File: src/rtl/crc32mr_pkg.sv
// shared types, constants and the byte-wide crc update for the crc-32 remainder block
`default_nettype none

package crc32mr_pkg;

    localparam int unsigned CrcWidth  = 32;
    localparam int unsigned ByteWidth = 8;

    // generator x^32 + 0x04c11db7, leading term implied
    localparam logic [CrcWidth-1:0] GenPoly = 32'h04C1_1DB7;

    typedef struct packed {
        logic [ByteWidth-1:0] message_byte;
        logic                 has_byte;
        logic                 starts_message;
        logic                 ends_message;
        logic [CrcWidth-1:0]  check_value;
    } item_t;

    // eight msb-first shift/xor steps of the long division
    function automatic logic [CrcWidth-1:0] crc_byte(
        input logic [CrcWidth-1:0]  rem,
        input logic [ByteWidth-1:0] data
    );
        logic [CrcWidth-1:0] r;
        r = rem ^ {data, {(CrcWidth-ByteWidth){1'b0}}};
        for (int n = 0; n < ByteWidth; n++)
        begin
            if (r[CrcWidth-1])
            begin
                r = {r[CrcWidth-2:0], 1'b0} ^ GenPoly;
            end
            else
            begin
                r = {r[CrcWidth-2:0], 1'b0};
            end
        end
        return r;
    endfunction

endpackage

`default_nettype wire

File: src/rtl/crc32mr_update.sv
// combinational running-remainder update and result value for one transaction
`default_nettype none

module crc32mr_update
    import crc32mr_pkg::*;
(
    input  wire item_t               item,
    input  wire logic [CrcWidth-1:0] rem_cur,
    output logic      [CrcWidth-1:0] rem_next,
    output logic      [CrcWidth-1:0] result_rem,
    output logic                     result_zero
);

    logic [CrcWidth-1:0] rem_base;
    logic [CrcWidth-1:0] rem_upd;

    always_comb
    begin
        rem_base    = item.starts_message ? '0 : rem_cur;
        rem_upd     = item.has_byte ? crc_byte(rem_base, item.message_byte) : rem_base;
        result_rem  = rem_upd ^ item.check_value;
        result_zero = (result_rem == '0);
        // remainder restarts after every emitted result
        rem_next    = item.ends_message ? '0 : rem_upd;
    end

endmodule

`default_nettype wire

File: src/rtl/crc32_message_remainder_top.sv
// top level of the crc-32 message remainder checker
//
//  channel  | handshake                    | payload
//  ---------+------------------------------+----------------------------------------------
//  message  | message_valid / message_stall| message_byte, has_byte, starts_message,
//           |                              | ends_message, check_value
//  result   | result_valid / result_stall  | remainder, remainder_is_zero
//
// one transaction per cycle unless stalled; a result passes the input and result registers
// the pace is set by the single 8-step crc update between the input and result registers
// reset clears the running remainder and both valid flags; no clearing pass is needed
// message_stall rises only while an ending transaction waits behind a stalled result
// transactions that produce no result keep flowing even while the result is stalled
`default_nettype none

module crc32_message_remainder_top
    import crc32mr_pkg::*;
(
    input  wire logic                 clk,
    input  wire logic                 rst_n,

    input  wire logic                 message_valid,
    output logic                      message_stall,
    input  wire logic [ByteWidth-1:0] message_byte,
    input  wire logic                 has_byte,
    input  wire logic                 starts_message,
    input  wire logic                 ends_message,
    input  wire logic [CrcWidth-1:0]  check_value,

    output logic                      result_valid,
    input  wire logic                 result_stall,
    output logic      [CrcWidth-1:0]  remainder,
    output logic                      remainder_is_zero
);

    // input register stage
    logic  a_valid_reg;
    logic  a_valid_next;
    item_t a_item_reg;

    // running remainder between messages
    logic [CrcWidth-1:0] run_rem_reg;

    // result register stage
    logic                out_valid_reg;
    logic                out_valid_next;
    logic [CrcWidth-1:0] out_rem_reg;
    logic                out_zero_reg;

    logic                msg_accept;
    logic                a_advance;
    logic                out_free;
    logic [CrcWidth-1:0] rem_next;
    logic [CrcWidth-1:0] result_rem;
    logic                result_zero;

    // byte update and result value for the item in the input register
    crc32mr_update u_update (
        .item        (a_item_reg),
        .rem_cur     (run_rem_reg),
        .rem_next    (rem_next),
        .result_rem  (result_rem),
        .result_zero (result_zero)
    );

    always_comb
    begin
        // result slot can take a new value this cycle
        out_free      = !out_valid_reg || !result_stall;
        // items that emit nothing never wait on the result side
        a_advance     = a_valid_reg && (!a_item_reg.ends_message || out_free);
        message_stall = a_valid_reg && !a_advance;
        msg_accept    = message_valid && !message_stall;

        a_valid_next  = msg_accept || (a_valid_reg && !a_advance);

        out_valid_next = out_valid_reg && result_stall;
        if (a_advance && a_item_reg.ends_message)
        begin
            out_valid_next = 1'b1;
        end
    end

    always_ff @(posedge clk or negedge rst_n)
    begin
        if (!rst_n)
        begin
            a_valid_reg   <= 1'b0;
            out_valid_reg <= 1'b0;
            run_rem_reg   <= '0;
        end
        else
        begin
            a_valid_reg   <= a_valid_next;
            out_valid_reg <= out_valid_next;
            if (a_advance)
            begin
                run_rem_reg <= rem_next;
            end
        end
    end

    // payload registers, no reset needed
    always_ff @(posedge clk)
    begin
        if (msg_accept)
        begin
            a_item_reg.message_byte   <= message_byte;
            a_item_reg.has_byte       <= has_byte;
            a_item_reg.starts_message <= starts_message;
            a_item_reg.ends_message   <= ends_message;
            a_item_reg.check_value    <= check_value;
        end
        if (a_advance && a_item_reg.ends_message)
        begin
            out_rem_reg  <= result_rem;
            out_zero_reg <= result_zero;
        end
    end

    assign result_valid      = out_valid_reg;
    assign remainder         = out_rem_reg;
    assign remainder_is_zero = out_zero_reg;

endmodule

`default_nettype wire

File: config.mk
export PLATFORM = sky130hd
export DESIGN_NAME = crc32_message_remainder_top
export DESIGN_NICKNAME = d
export VERILOG_FILES = /design/src/rtl/crc32mr_pkg.sv /design/src/rtl/crc32mr_update.sv /design/src/rtl/crc32_message_remainder_top.sv
export SDC_FILE = /design/constraint.sdc
export NUM_CORES = 1
export LEC_CHECK = 0
export ABC_AREA = 1
export BUFFER_PORTS_ARGS = -buffer_cell sky130_fd_sc_hd__buf_2
export CORE_AREA = 2 2 127 104
export DETAILED_ROUTE_END_ITERATION = 6
export DIE_AREA = 0 0 129 106
export PLACE_DENSITY = 0.75
export SYNTH_ARGS = -nofsm -noshare
export SYNTH_HDL_FRONTEND = slang
export SYNTH_HIERARCHICAL = 1
export SYNTH_SLANG_ARGS = --single-unit
File: constraint.sdc
create_clock -name clk -period 3.8 [get_ports clk]
set_input_delay 0.38 -clock clk [delete_from_list [all_inputs] [get_ports clk]]
set_output_delay 0.38 -clock clk [all_outputs]
set_load 0.1 [all_outputs]
---- Yosys cells after proc, flatten, opt, wreduce, memory -nomap -nowiden ----
Index checks and enable logic that the tools add are counted.
word-level totals
  flip-flop bits (word level) ............. 110
  input port bits ......................... 47
  output and inout bits ................... 35
  word-level logic and storage cells ...... 46
operators by class
  multiplexer cells ....................... 12
  bitwise logic cells ..................... 10
  reduce and logical (&&, ||, !) cells .... 14
operators with widths
  operator            count
  2-to-1 mux 27 bit   8
  inverter 14 bit     8
  2-to-1 mux 32 bit   3
  bitwise XOR 32 bit  2
  logical NOT 32 bit  1
  logical AND 1 bit   5
  logical NOT 1 bit   5
  logical OR 1 bit    3
  2-to-1 mux 1 bit    1

---- Depth between registers and ports, before layout ----
Gate-level depths: netlist of run 1.
  depth after elaboration ................. 21
  mapped depth ............................ 20
  gate-level depth less buffers ........... 19

---- Modules after synthesis ----
The synthesis of run 1 kept the hierarchy.
modules (own cells, without submodules)
  module                       instances  cells each  area an instance (um2)  sequential area each (um2)
  crc32_message_remainder_top  1          227         3,659.8                 3,133.0
  crc32mr_update               1          694         3,055.4                 0.0

---- Worst setup path before layout of run 1 ----
Ideal clock, no wire load.
  path type ............................... register -> register
  from .................................... register out_valid_reg, in the netlist result_valid
  to ...................................... register a_item_reg[0] (netlist name) (enable)
  library setup time ...................... 534 ps
  arrival ................................. 3,786 ps
  slack ................................... -520 ps
  stages on the path, launching flop included .. 4
  buffers on the path ..................... 0
  clock period less this slack ............ 4,320 ps
  cell sequence ........................... dfrtp_1 nand3_2 nor2_1 nor2_1
between the ends
  longest elaborated chain between the ends .. 8
ends and longest elaborated chain
  element                 RTL line                           text
  start, declared         crc32_message_remainder_top.sv:45  logic out_valid_reg;
  start signal, assigned  crc32_message_remainder_top.sv:95  out_valid_reg <= out_valid_next;
  logical NOT 1 bit       crc32_message_remainder_top.sv:69  out_free = !out_valid_reg || !result_stall;
  logical OR 1 bit        crc32_message_remainder_top.sv:69
  logical OR 1 bit        crc32_message_remainder_top.sv:71  a_advance = a_valid_reg && (!a_item_reg.ends_message || out_free);
  logical AND 1 bit       crc32_message_remainder_top.sv:71
  logical NOT 1 bit       crc32_message_remainder_top.sv:72  message_stall = a_valid_reg && !a_advance;
  logical AND 1 bit       crc32_message_remainder_top.sv:72
  via message_stall       crc32_message_remainder_top.sv:23  output logic message_stall,
  logical NOT 1 bit       crc32_message_remainder_top.sv:73  msg_accept = message_valid && !message_stall;
  logical AND 1 bit       crc32_message_remainder_top.sv:73
  via msg_accept          crc32_message_remainder_top.sv:50  logic msg_accept;
  end, declared           crc32_message_remainder_top.sv:39  item_t a_item_reg;
The timed path passes the listed nets, and every way through them passes these cells.
A chain may end at the register's enable or synchronous reset.

---- Worst setup path in the final report of run 1 ----
  from .................................... register a_item_reg[33] (netlist name)
  to ...................................... register out_zero_reg, in the netlist remainder_is_zero (data pin)
between the ends
  longest elaborated chain between the ends .. 19
  elaborated cells on any way between the ends .. 21
ends and longest elaborated chain
  element                                                                       RTL line                            text
  2-to-1 mux 32 bit *                                                           crc32mr_update.sv:19                rem_base = item.starts_message ? '0 : rem_cur;
  bitwise XOR 32 bit                                                            crc32mr_pkg.sv:26                   r = rem ^ {data, {(CrcWidth-ByteWidth){1'b0}}};
  inverter 14 bit (no source line)                                              n/a
  2-to-1 mux 27 bit                                                             crc32mr_pkg.sv:29                   if (r[CrcWidth-1])
  inverter 14 bit (no source line) / 2-to-1 mux 27 bit (equally long branches)  n/a
  2-to-1 mux 27 bit / inverter 14 bit (equally long branches)                   n/a
  2-to-1 mux 27 bit                                                             crc32mr_pkg.sv:29
  inverter 14 bit (no source line)                                              n/a
  [... 4 more ...]                                                              n/a
  inverter 14 bit (no source line)                                              n/a
  2-to-1 mux 27 bit                                                             crc32mr_pkg.sv:29
  inverter 14 bit (no source line)                                              n/a
  2-to-1 mux 27 bit                                                             crc32mr_pkg.sv:29
  2-to-1 mux 32 bit *                                                           crc32mr_update.sv:20                rem_upd = item.has_byte ? crc_byte(rem_base, item.message_byte) : rem_base;
  bitwise XOR 32 bit *                                                          crc32mr_update.sv:21                result_rem = rem_upd ^ item.check_value;
  logical NOT 32 bit *                                                          crc32mr_update.sv:22                result_zero = (result_rem == '0);
  via result_zero                                                               crc32_message_remainder_top.sv:55   logic result_zero;
  end signal, assigned                                                          crc32_message_remainder_top.sv:117  out_zero_reg <= result_zero;
  end, declared                                                                 crc32_message_remainder_top.sv:48   logic out_zero_reg;
Mark *: on every way through the listed nets, which the timed path passes. The rest lies on a longest branch.

==> impl_results.md, run 1 <==
- # hold bufs at CTS: 0
- Detail Placement HPWL: 12.9 mm
- CTS Buf Count: 9
- Clk sinks: 110
- Seq/Total Area, Yosys: 46.7%
- LEAKAGE: 3.99 nW
- Max-slew headroom: 41.1%
- Setup TNS Final: 0 ps
- Pwr/cell area: 462 nW/um2
- Global-route wire length before repair: 29.2 mm
- Mapped cell area: 6720 um2
- DIE WIDTH: 129 um
- PortBufs: 81
- Proportion of layout cells with a drive suffix above 1: 15.8%
- Top cells by area, synth: edfxtp_1 (34%), nand2_1 (25%), dfrtp_1 (13%), nand3_1 (10%), inv_1 (4.6%)
- Worst-Margin Slew: 884 ps
- Final WS setup: 782 ps
- Mean Syn Cell Area: 7.29 um2
- Fill cells: 1158
- Pre-CTS WS: 904 ps
- Unrepaired setup endpoints after global routing: false
- Reg-to-Reg Start: a_item_reg[33]
- Design Area, Final: 7530 um2
- Worst skew pair latency: 350 ps
- RR Endpoint: remainder_is_zero
- Hold WC Path Type: in -> async
- DR WL/cell: 15.3 um
- Worst EP arrival: 3230 ps
- Starting Density: 53.5%
- Final hold vios: 0
- Final ANT Viol Nets: 0
- Slowest cell on crit path: edfxtp_1
- Postcts setup bufs: 0
- Post-synth top area share: 34.0%
- NetSw: 1.29 mW
- Final Max Tran Viols: 0
- Minimum clock period: 3020 ps
- Std-Cell Core Area: 12500 um2
- Gate power share: 30.0%
- DRC Markers: 0
- Placer Congestion: 0.969
- Top_reg_cell synth: edfxtp_1
- CP Max Fanout: 38
- Number of top-level pins: 82
- Area grow syn2layout: 12.2%
- Die H: 106 um
- Net Sw Frac: 37.0%
- Synth unique cells: 26
- ANT cells: 0
- DP Area: 7230 um2
- Fmax: 331 MHz
- Synthesized Nets: 968
- Outcome: completed
- Root Buffer: clkbuf_16
- Top cell type by total area after synthesis: edfxtp_1
- Fraction of registers with async set/reset: 30.9%
- Number of H-tree levels: 3
- Cell Int Power: 2.19 mW
- Warnings from Yosys: 6
- Max FFs per register: 43
- Clock skew: 10.3 ps
- Hold Slack: 148 ps
- Initial antenna violation count: 0
- Drt pass-1 iters: 7
- Routed Wire Length: 17.9 mm
- Req. time, crit path: 4010 ps
- VDD IR max: 0.244 mV
- R2R Setup Slk: 780 ps
- Cell Chain, Critical Path: inv_4 -> nand2_1 -> nand2_1 -> nand2_1 -> nand2_2 -> nand2_4 -> nand2_1 -> nand2_2 -> nand2_1 -> nand3_1 -> nand2_1 -> nand2_1 -> nor2_1 -> nand3_1 -> nor2_1 -> nand2_1 -> nor2_1
- Maximum buffer depth of the clock tree: 2
- Clock slew at reported path FFs: 80 ps
- Vias in the first global route: 5675
- Die footprint: 13700 um2
- FF/Latch Area: 3130 um2
- Kind of critical path: reg -> reg
- Max Cap Violations: 0
- Nets: 1039
- Initial DRC count: 738
- Crit end category: flop
- Final setup violation count: 0
- Cells after Synth: 921
- Clock share of power: 27.5%
- Commonest cells post-synth: nand2_1 (440), nand3_1 (140), inv_1 (83), edfxtp_1 (76), dfrtp_1 (34)
- Grt ovf: 0
- Most common cell on crit path: nand2_1
- DR vias/cell: 5.34
- R2R cell count: 17
- Setup crit start kind: flop
- Vias: 6264
- CTS tree: built
- Rows: 37
- Power share of the sequential group: 42.5%
- Largest net degree at the start of global routing: 48
- Area of the multi-input gates: 3060 um2
- Post-cts sizing count: 0
- Pwr Total: 3.48 mW
- Fin crit share: 79.4%
- GRT Overall Usage: 27.3%
- Synth Register Bits: 110
- Number of synthesized flops with an enable pin: 76
- Worst path max stage delay: 420 ps
- Count leader, synth: nand2_1
cell usage in the layout, fill, tap and decap left out, drive strengths merged, types with 4 or more instances in the layout:
cell type and instances:
nor2 32, dfrtp 34, clkinv 4, edfxtp 76
nand3b 8, inv 90, nand2 474, nand3 151
clkbuf 9, o21ai 4, xor2 4, buf 90
a21oi 16
stage by stage:
stage               std cells  utilization, %
floorplan                 921               -
global placement         1156            57.6
detailed placement       1156            57.6
CTS                      1172            60.1
global route             1172            60.1
finish                   1172            60.1
kinds of logic (layout without fill, tap and decap cells):
group	after synthesis	count (layout)	share of synthesized area (%)
buffers and inverters	119	195	7.99
AOI/OAI and AO/OA	21	21	1.60
xor gates and xnor gates	5	5	0.652
DFF	110	110	46.7
and+or+nand+nor	666	666	43.1
power groups by stage:
stage                     logic [mW]  clock network, mW  registers, mW
final                           1.04              0.956           1.48
after global routing            1.16               1.03           1.49
after CTS                       1.03              0.975           1.48
after detailed placement        1.02                  0           1.50
after floorplan                0.610                  0           1.68
after global placement          1.01                  0           1.50
cell type report:
type	count	area share [%]
tap	175	2.91
sequential	110	41.6
multi-input combinational	692	40.6
clock inverter	7	1.06
inverter	89	4.47
timing repair buffer	90	6.44
clock buffer	9	2.99
layer usage:
metal | GRT usage (%) | part of all wire, % | wire length, um
met1 | 41.3 | 47 | 8340
met4 | 6.06 | 1.4 | 250
met3 | 5.44 | 9.0 | 1610
met5 | 0 | 0 | 0
met2 | 40.7 | 43 | 7700
worst max-delay path by stage:
| stage | from | endpoint | slack, ps | cells after the start |
|---|---|---|---|---|
| 2_1_floorplan | result_valid | a_item_reg[0] | 140 | 3 |
| 3_3_place_gp | a_item_reg[33] | remainder_is_zero | 960 | 19 |
| 3_5_place_dp | a_item_reg[33] | remainder_is_zero | 900 | 17 |
| 4_1_cts | a_item_reg[33] | remainder_is_zero | 880 | 17 |
| 5_1_grt | a_item_reg[33] | remainder_is_zero | 530 | 19 |
| 6_report | a_item_reg[33] | remainder_is_zero | 780 | 17 |
worst max-delay path: cells and delay by family, from the launching register on:
family	cells	cell delay, ps
and+or+nand+nor	16	2070
DFF	1	420
buffers and inverters	1	370
Note: power is estimated with default switching activity, not from simulation.
==> run 2, diff against run 1 <==
clock period = 2.8 ns   (was 3.8 ns; I/O delays follow)
==> impl_results.md, run 2 (synthesis gave the netlist of run 1 again) <==
- Final setup violation count: 0
- DRC Markers: 0
- CTS tree: built
- Most frequent cells in the layout: nand2_1 (440), nand3_1 (140), inv_1 (83)
- Reg-to-Reg Start: a_item_reg[42]
- Max-slew headroom: 41.4%
- Final hold vios: 0
- Hold WC Path Type: in -> async
- Initial DRC count: 564
- Pre-CTS WS: 111 ps
- Clock slew at reported path FFs: 70 ps
- ANT cells: 0
- Final Max Tran Viols: 0
- VDD IR max: 0.426 mV
- LEAKAGE: 4.04 nW
- Slowest cell on crit path: edfxtp_1
- Clock skew: 8.72 ps
- Drt pass-1 iters: 5
- Vias: 6214
- R2R cell count: 13
- PortBufs: 81
- Die footprint: 13700 um2
- Most common cell on crit path: nand3_1
- GRT Overall Usage: 27.4%
- Rows: 37
- Pwr/cell area: 608 nW/um2
- Detail Placement HPWL: 12.8 mm
- DR WL/cell: 15.1 um
- Die H: 106 um
- Starting Density: 53.5%
- Global-route wire length before repair: 28.4 mm
- Req. time, crit path: 2930 ps
- RR Endpoint: remainder_is_zero
- Final ANT Viol Nets: 0
- Number of top-level pins: 82
- Initial antenna violation count: 0
- Maximum buffer depth of the clock tree: 2
- Routed Wire Length: 17.9 mm
- Setup TNS Final: 0 ps
- Area grow syn2layout: 13.6%
- CTS Buf Count: 9
- CP Max Fanout: 7
- Commonest non-fill, non-tap cell in the layout: nand2_1
- Buf+Inv Stages, Crit Path: 1
- DR vias/cell: 5.25
- Std-Cell Core Area: 12500 um2
- Final WS setup: 205 ps
- CP Launch Point: a_item_reg[42]
- Crit end category: flop
- Critical Path Stages: 13
- Clk sinks: 110
- Fmax: 385 MHz
- R2R Setup Slk: 200 ps
- Number of H-tree levels: 3
- Worst EP arrival: 2720 ps
- Fill cells: 1156
- Proportion of layout cells with a drive suffix above 1: 16.9%
- Crit path capture: remainder_is_zero
- Setup crit start kind: flop
- Worst-Margin Slew: 879 ps
- Vias in the first global route: 5610
- Nets: 1050
- Fin crit share: 92.7%
- Worst path max stage delay: 470 ps
- Max FFs per register: 43
- Minimum clock period: 2600 ps
- # hold bufs at CTS: 0
- DIE WIDTH: 129 um
- Placer Congestion: 1.01
- CP delay by family, top: simple AND/OR/NAND/NOR gates
- Worst skew pair latency: 360 ps
- Outcome: completed
- Largest net degree at the start of global routing: 48
- Root Buffer: clkbuf_16
- Grt ovf: 0
- Max Cap Violations: 0
- Cell Chain, Critical Path: inv_1 -> nand3_1 -> nand2_1 -> nand2_2 -> nand2_4 -> nand2_2 -> nand3_1 -> nand3_1 -> o21ai_1 -> xor2_1 -> nor2_1 -> nand3_1 -> nor2_1
- Kind of critical path: reg -> reg
[run 2: routing by layer]
layer / up-vias / GRT usage, % / wire length (um) / share of wire, %
met5: - / 0 / 0 / 0
met4: 0 / 8.70 / 315 / 1.8
met3: 25 / 7.05 / 1640 / 9.2
met2: 268 / 40.9 / 7630 / 43
met1: 2830 / 39.1 / 8290 / 46
li1: 3091 / - / - / -
[run 2: timing repair]
item | 4_1_cts | 5_1_grt
setup buffers | 0 | 3
setup endpoints to repair | 0 | 1
gates resized for setup | 0 | 5
[run 2: per-stage QoR]
| stage | util, % | cell area [um2] | total power [mW] | cells | hold slack, ps |
|---|---|---|---|---|---|
| floorplan | - | 6730 | 3.11 | 921 | -15.6 |
| global placement | 58.4 | 7320 | 3.43 | 1164 | 436 |
| detailed placement | 58.4 | 7320 | 3.45 | 1164 | 442 |
| CTS | 60.5 | 7590 | 4.62 | 1180 | 60.2 |
| global route | 60.8 | 7630 | 4.89 | 1183 | 76.9 |
| finish | 60.8 | 7630 | 4.64 | 1183 | 39.6 |
[run 2: worst min-delay path by stage]
stage | startpoint | end | cells after the start
global placement | rst_n | run_rem_reg[8] | 1
detailed placement | rst_n | result_valid | 1
global route | check_value[21] | a_item_reg[21] | 1
finish | rst_n | run_rem_reg[8] | 1
floorplan | rst_n | a_valid_reg | 0
CTS | rst_n | result_valid | 1
[run 2: layout make-up]
class / count / area (um2) / share of cell area, %
flip-flops and latches: 110 / 3130 / 41.1
multi-input cells: 692 / 3070 / 40.3
repair buffers: 101 / 596 / 7.81
inverters: 89 / 339 / 4.45
clock buffers: 10 / 229 / 3.00
well taps: 175 / 219 / 2.87
clock inverters: 6 / 38.8 / 0.509
[run 2: power breakdown]
group | internal [mW] | total, mW | switching (mW)
registers | 1.91 | 2.00 | 0.0871
logic | 0.380 | 1.45 | 1.07
clock network | 0.601 | 1.19 | 0.585
==> run 3, diff against run 2 <==
CORE_AREA = 2 2 123 101   (was 2 2 127 104)
DIE_AREA = 0 0 125 103   (was 0 0 129 106)
PLACE_DENSITY = 0.79   (was 0.75)
==> impl_results.md, run 3 (synthesis gave the netlist of run 1 again) <==
- NetSw: 1.78 mW
- Placer Congestion: 0.954
- Initial DRC count: 710
- Fin crit share: 95.7%
- CP Launch Point: a_item_reg[33]
- PortBufs: 81
- Setup TNS Final: 0 ps
- Slowest cell on crit path: edfxtp_1
- DIE WIDTH: 125 um
- Req. time, crit path: 3020 ps
- VDD IR max: 0.322 mV
- Clock share of power: 25.7%
- Largest net degree at the start of global routing: 48
- Fmax: 373 MHz
- Proportion of layout cells with a drive suffix above 1: 17.1%
- Rows: 36
- Worst skew pair latency: 350 ps
- Initial antenna violation count: 0
- Final hold vios: 0
- Net Sw Frac: 37.9%
- Commonest non-fill, non-tap cell in the layout: nand2_1
- Detail Placement HPWL: 13.5 mm
- Max FFs per register: 43
- Buf+Inv Stages, Crit Path: 2
- Cell Int Power: 2.91 mW
- Routed Wire Length: 18.7 mm
- Worst-Margin Slew: 920 ps
- R2R cell count: 19
- DRC Markers: 0
- Pwr Total: 4.68 mW
- DR WL/cell: 16.1 um
- CP Max Fanout: 10
- CP delay by family, top: simple AND/OR/NAND/NOR gates
- Die footprint: 12900 um2
- Max Cap Violations: 0
- Clock slew at reported path FFs: 80 ps
- DR vias/cell: 5.54
- Maximum buffer depth of the clock tree: 2
- Pwr/cell area: 613 nW/um2
- Setup crit start kind: flop
- GRT Overall Usage: 29.2%
- Clk sinks: 110
- Vias in the first global route: 5723
- Starting Density: 56.9%
- Worst path max stage delay: 390 ps
- Crit end category: flop
- Die H: 103 um
- Final ANT Viol Nets: 0
- Number of H-tree levels: 3
- Most common cell on crit path: nand2_1
- Outcome: completed
- RR Endpoint: remainder_is_zero
- Final setup violation count: 0
- LEAKAGE: 4.06 nW
- Hold Slack: 69.6 ps
- CTS Buf Count: 9
- ANT cells: 0
- Clock skew: 8.25 ps
- Power share of the sequential group: 42.7%
- Drt pass-1 iters: 6
- Grt ovf: 0
- Global-route wire length before repair: 29.2 mm
- Max-slew headroom: 38.7%
- Std-Cell Core Area: 11800 um2
- CTS tree: built
- Root Buffer: clkbuf_16
- Worst EP arrival: 2900 ps
- R2R Setup Slk: 120 ps
- Kind of critical path: reg -> reg
- Reg-to-Reg Start: a_item_reg[33]
- Gate power share: 31.5%
- Most frequent cells in the layout: nand2_1 (438), nand3_1 (140), inv_1 (83)
- Area grow syn2layout: 13.8%
- Final Max Tran Viols: 0
- Number of top-level pins: 82
- Nets: 1052
- Vias: 6442
- Cell Chain, Critical Path: clkinv_4 -> buf_4 -> nand2_1 -> nand2_1 -> nand2_4 -> nand2_1 -> nand2_4 -> nand2_1 -> nand2_1 -> nand2_1 -> nand2_1 -> nand2_1 -> nand2_1 -> nand2_1 -> nor2_4 -> nand3_1 -> nor2_1 -> nand2_1 -> nor2_1
- Hold WC Path Type: in -> async
- Minimum clock period: 2680 ps
[run 3: what timing repair did]
| action | 4_1_cts | 5_1_grt |
|---|---|---|
| hold endpoints to repair | 0 | 0 |
| gates resized for setup | 0 | 10 |
| endpoints found under the setup margin | 0 | 1 |
| hold buffers | 0 | 0 |
| setup buffers | 0 | 0 |
[run 3: worst max path at each step]
| stage | to | slack (ps) | cells past startpoint |
|---|---|---|---|
| floorplan | a_item_reg[0] | 280 | 3 |
| global placement | remainder_is_zero | 120 | 18 |
| detailed placement | remainder_is_zero | 100 | 18 |
| CTS | remainder_is_zero | 80 | 18 |
| global route | remainder_is_zero | -10 | 19 |
| finish | remainder_is_zero | 120 | 19 |
[run 3: worst register-to-register path: stages, from the launching register on]
cell and delay (ps):
edfxtp_1 390, clkinv_4 120, buf_4 190, nand2_1 120, nand2_1 120, nand2_4 160, nand2_1 130, nand2_4 130
nand2_1 60, nand2_1 90, nand2_1 90, nand2_1 100, nand2_1 60, nand2_1 80, nand2_1 110, nor2_4 180
nand3_1 120, nor2_1 140, nand2_1 70, nor2_1 80
[run 3: cell type report]
type	count	area [um2]
repair buffers	103	611
inverters	89	339
multi-input cells	692	3100
fillers	1024	4160
well taps	152	190
flip-flops and latches	110	3130
clock buffers	9	225
clock inverters	7	48.8
[run 3: metrics by stage]
stage | setup WS [ps] | cell area (um2) | instances | utilization (%)
2_1_floorplan | 285 | 6730 | 921 | -
3_3_place_gp | 121 | 7330 | 1146 | 62.1
3_5_place_dp | 105 | 7330 | 1146 | 62.1
4_1_cts | 76.0 | 7600 | 1162 | 64.4
5_1_grt | -10.8 | 7640 | 1162 | 64.8
6_report | 122 | 7640 | 1162 | 64.8
[run 3: routing by layer]
metal	vias to the layer above	track usage [%]	part of all wire (%)
met1	2984	40.7	43
met5	-	0	0
met4	0	7.18	1.7
li1	3106	-	-
met2	327	48.9	46
met3	25	4.72	9.5
[run 3: power groups by stage]
| stage | Clock, mW | Combinational, mW | Sequential, mW |
|---|---|---|---|
| floorplan | 0 | 0.829 | 2.28 |
| finish | 1.21 | 1.48 | 2.00 |
| CTS | 1.21 | 1.44 | 2.00 |
| global placement | 0 | 1.41 | 2.03 |
| detailed placement | 0 | 1.44 | 2.03 |
| global route | 1.27 | 1.62 | 2.02 |
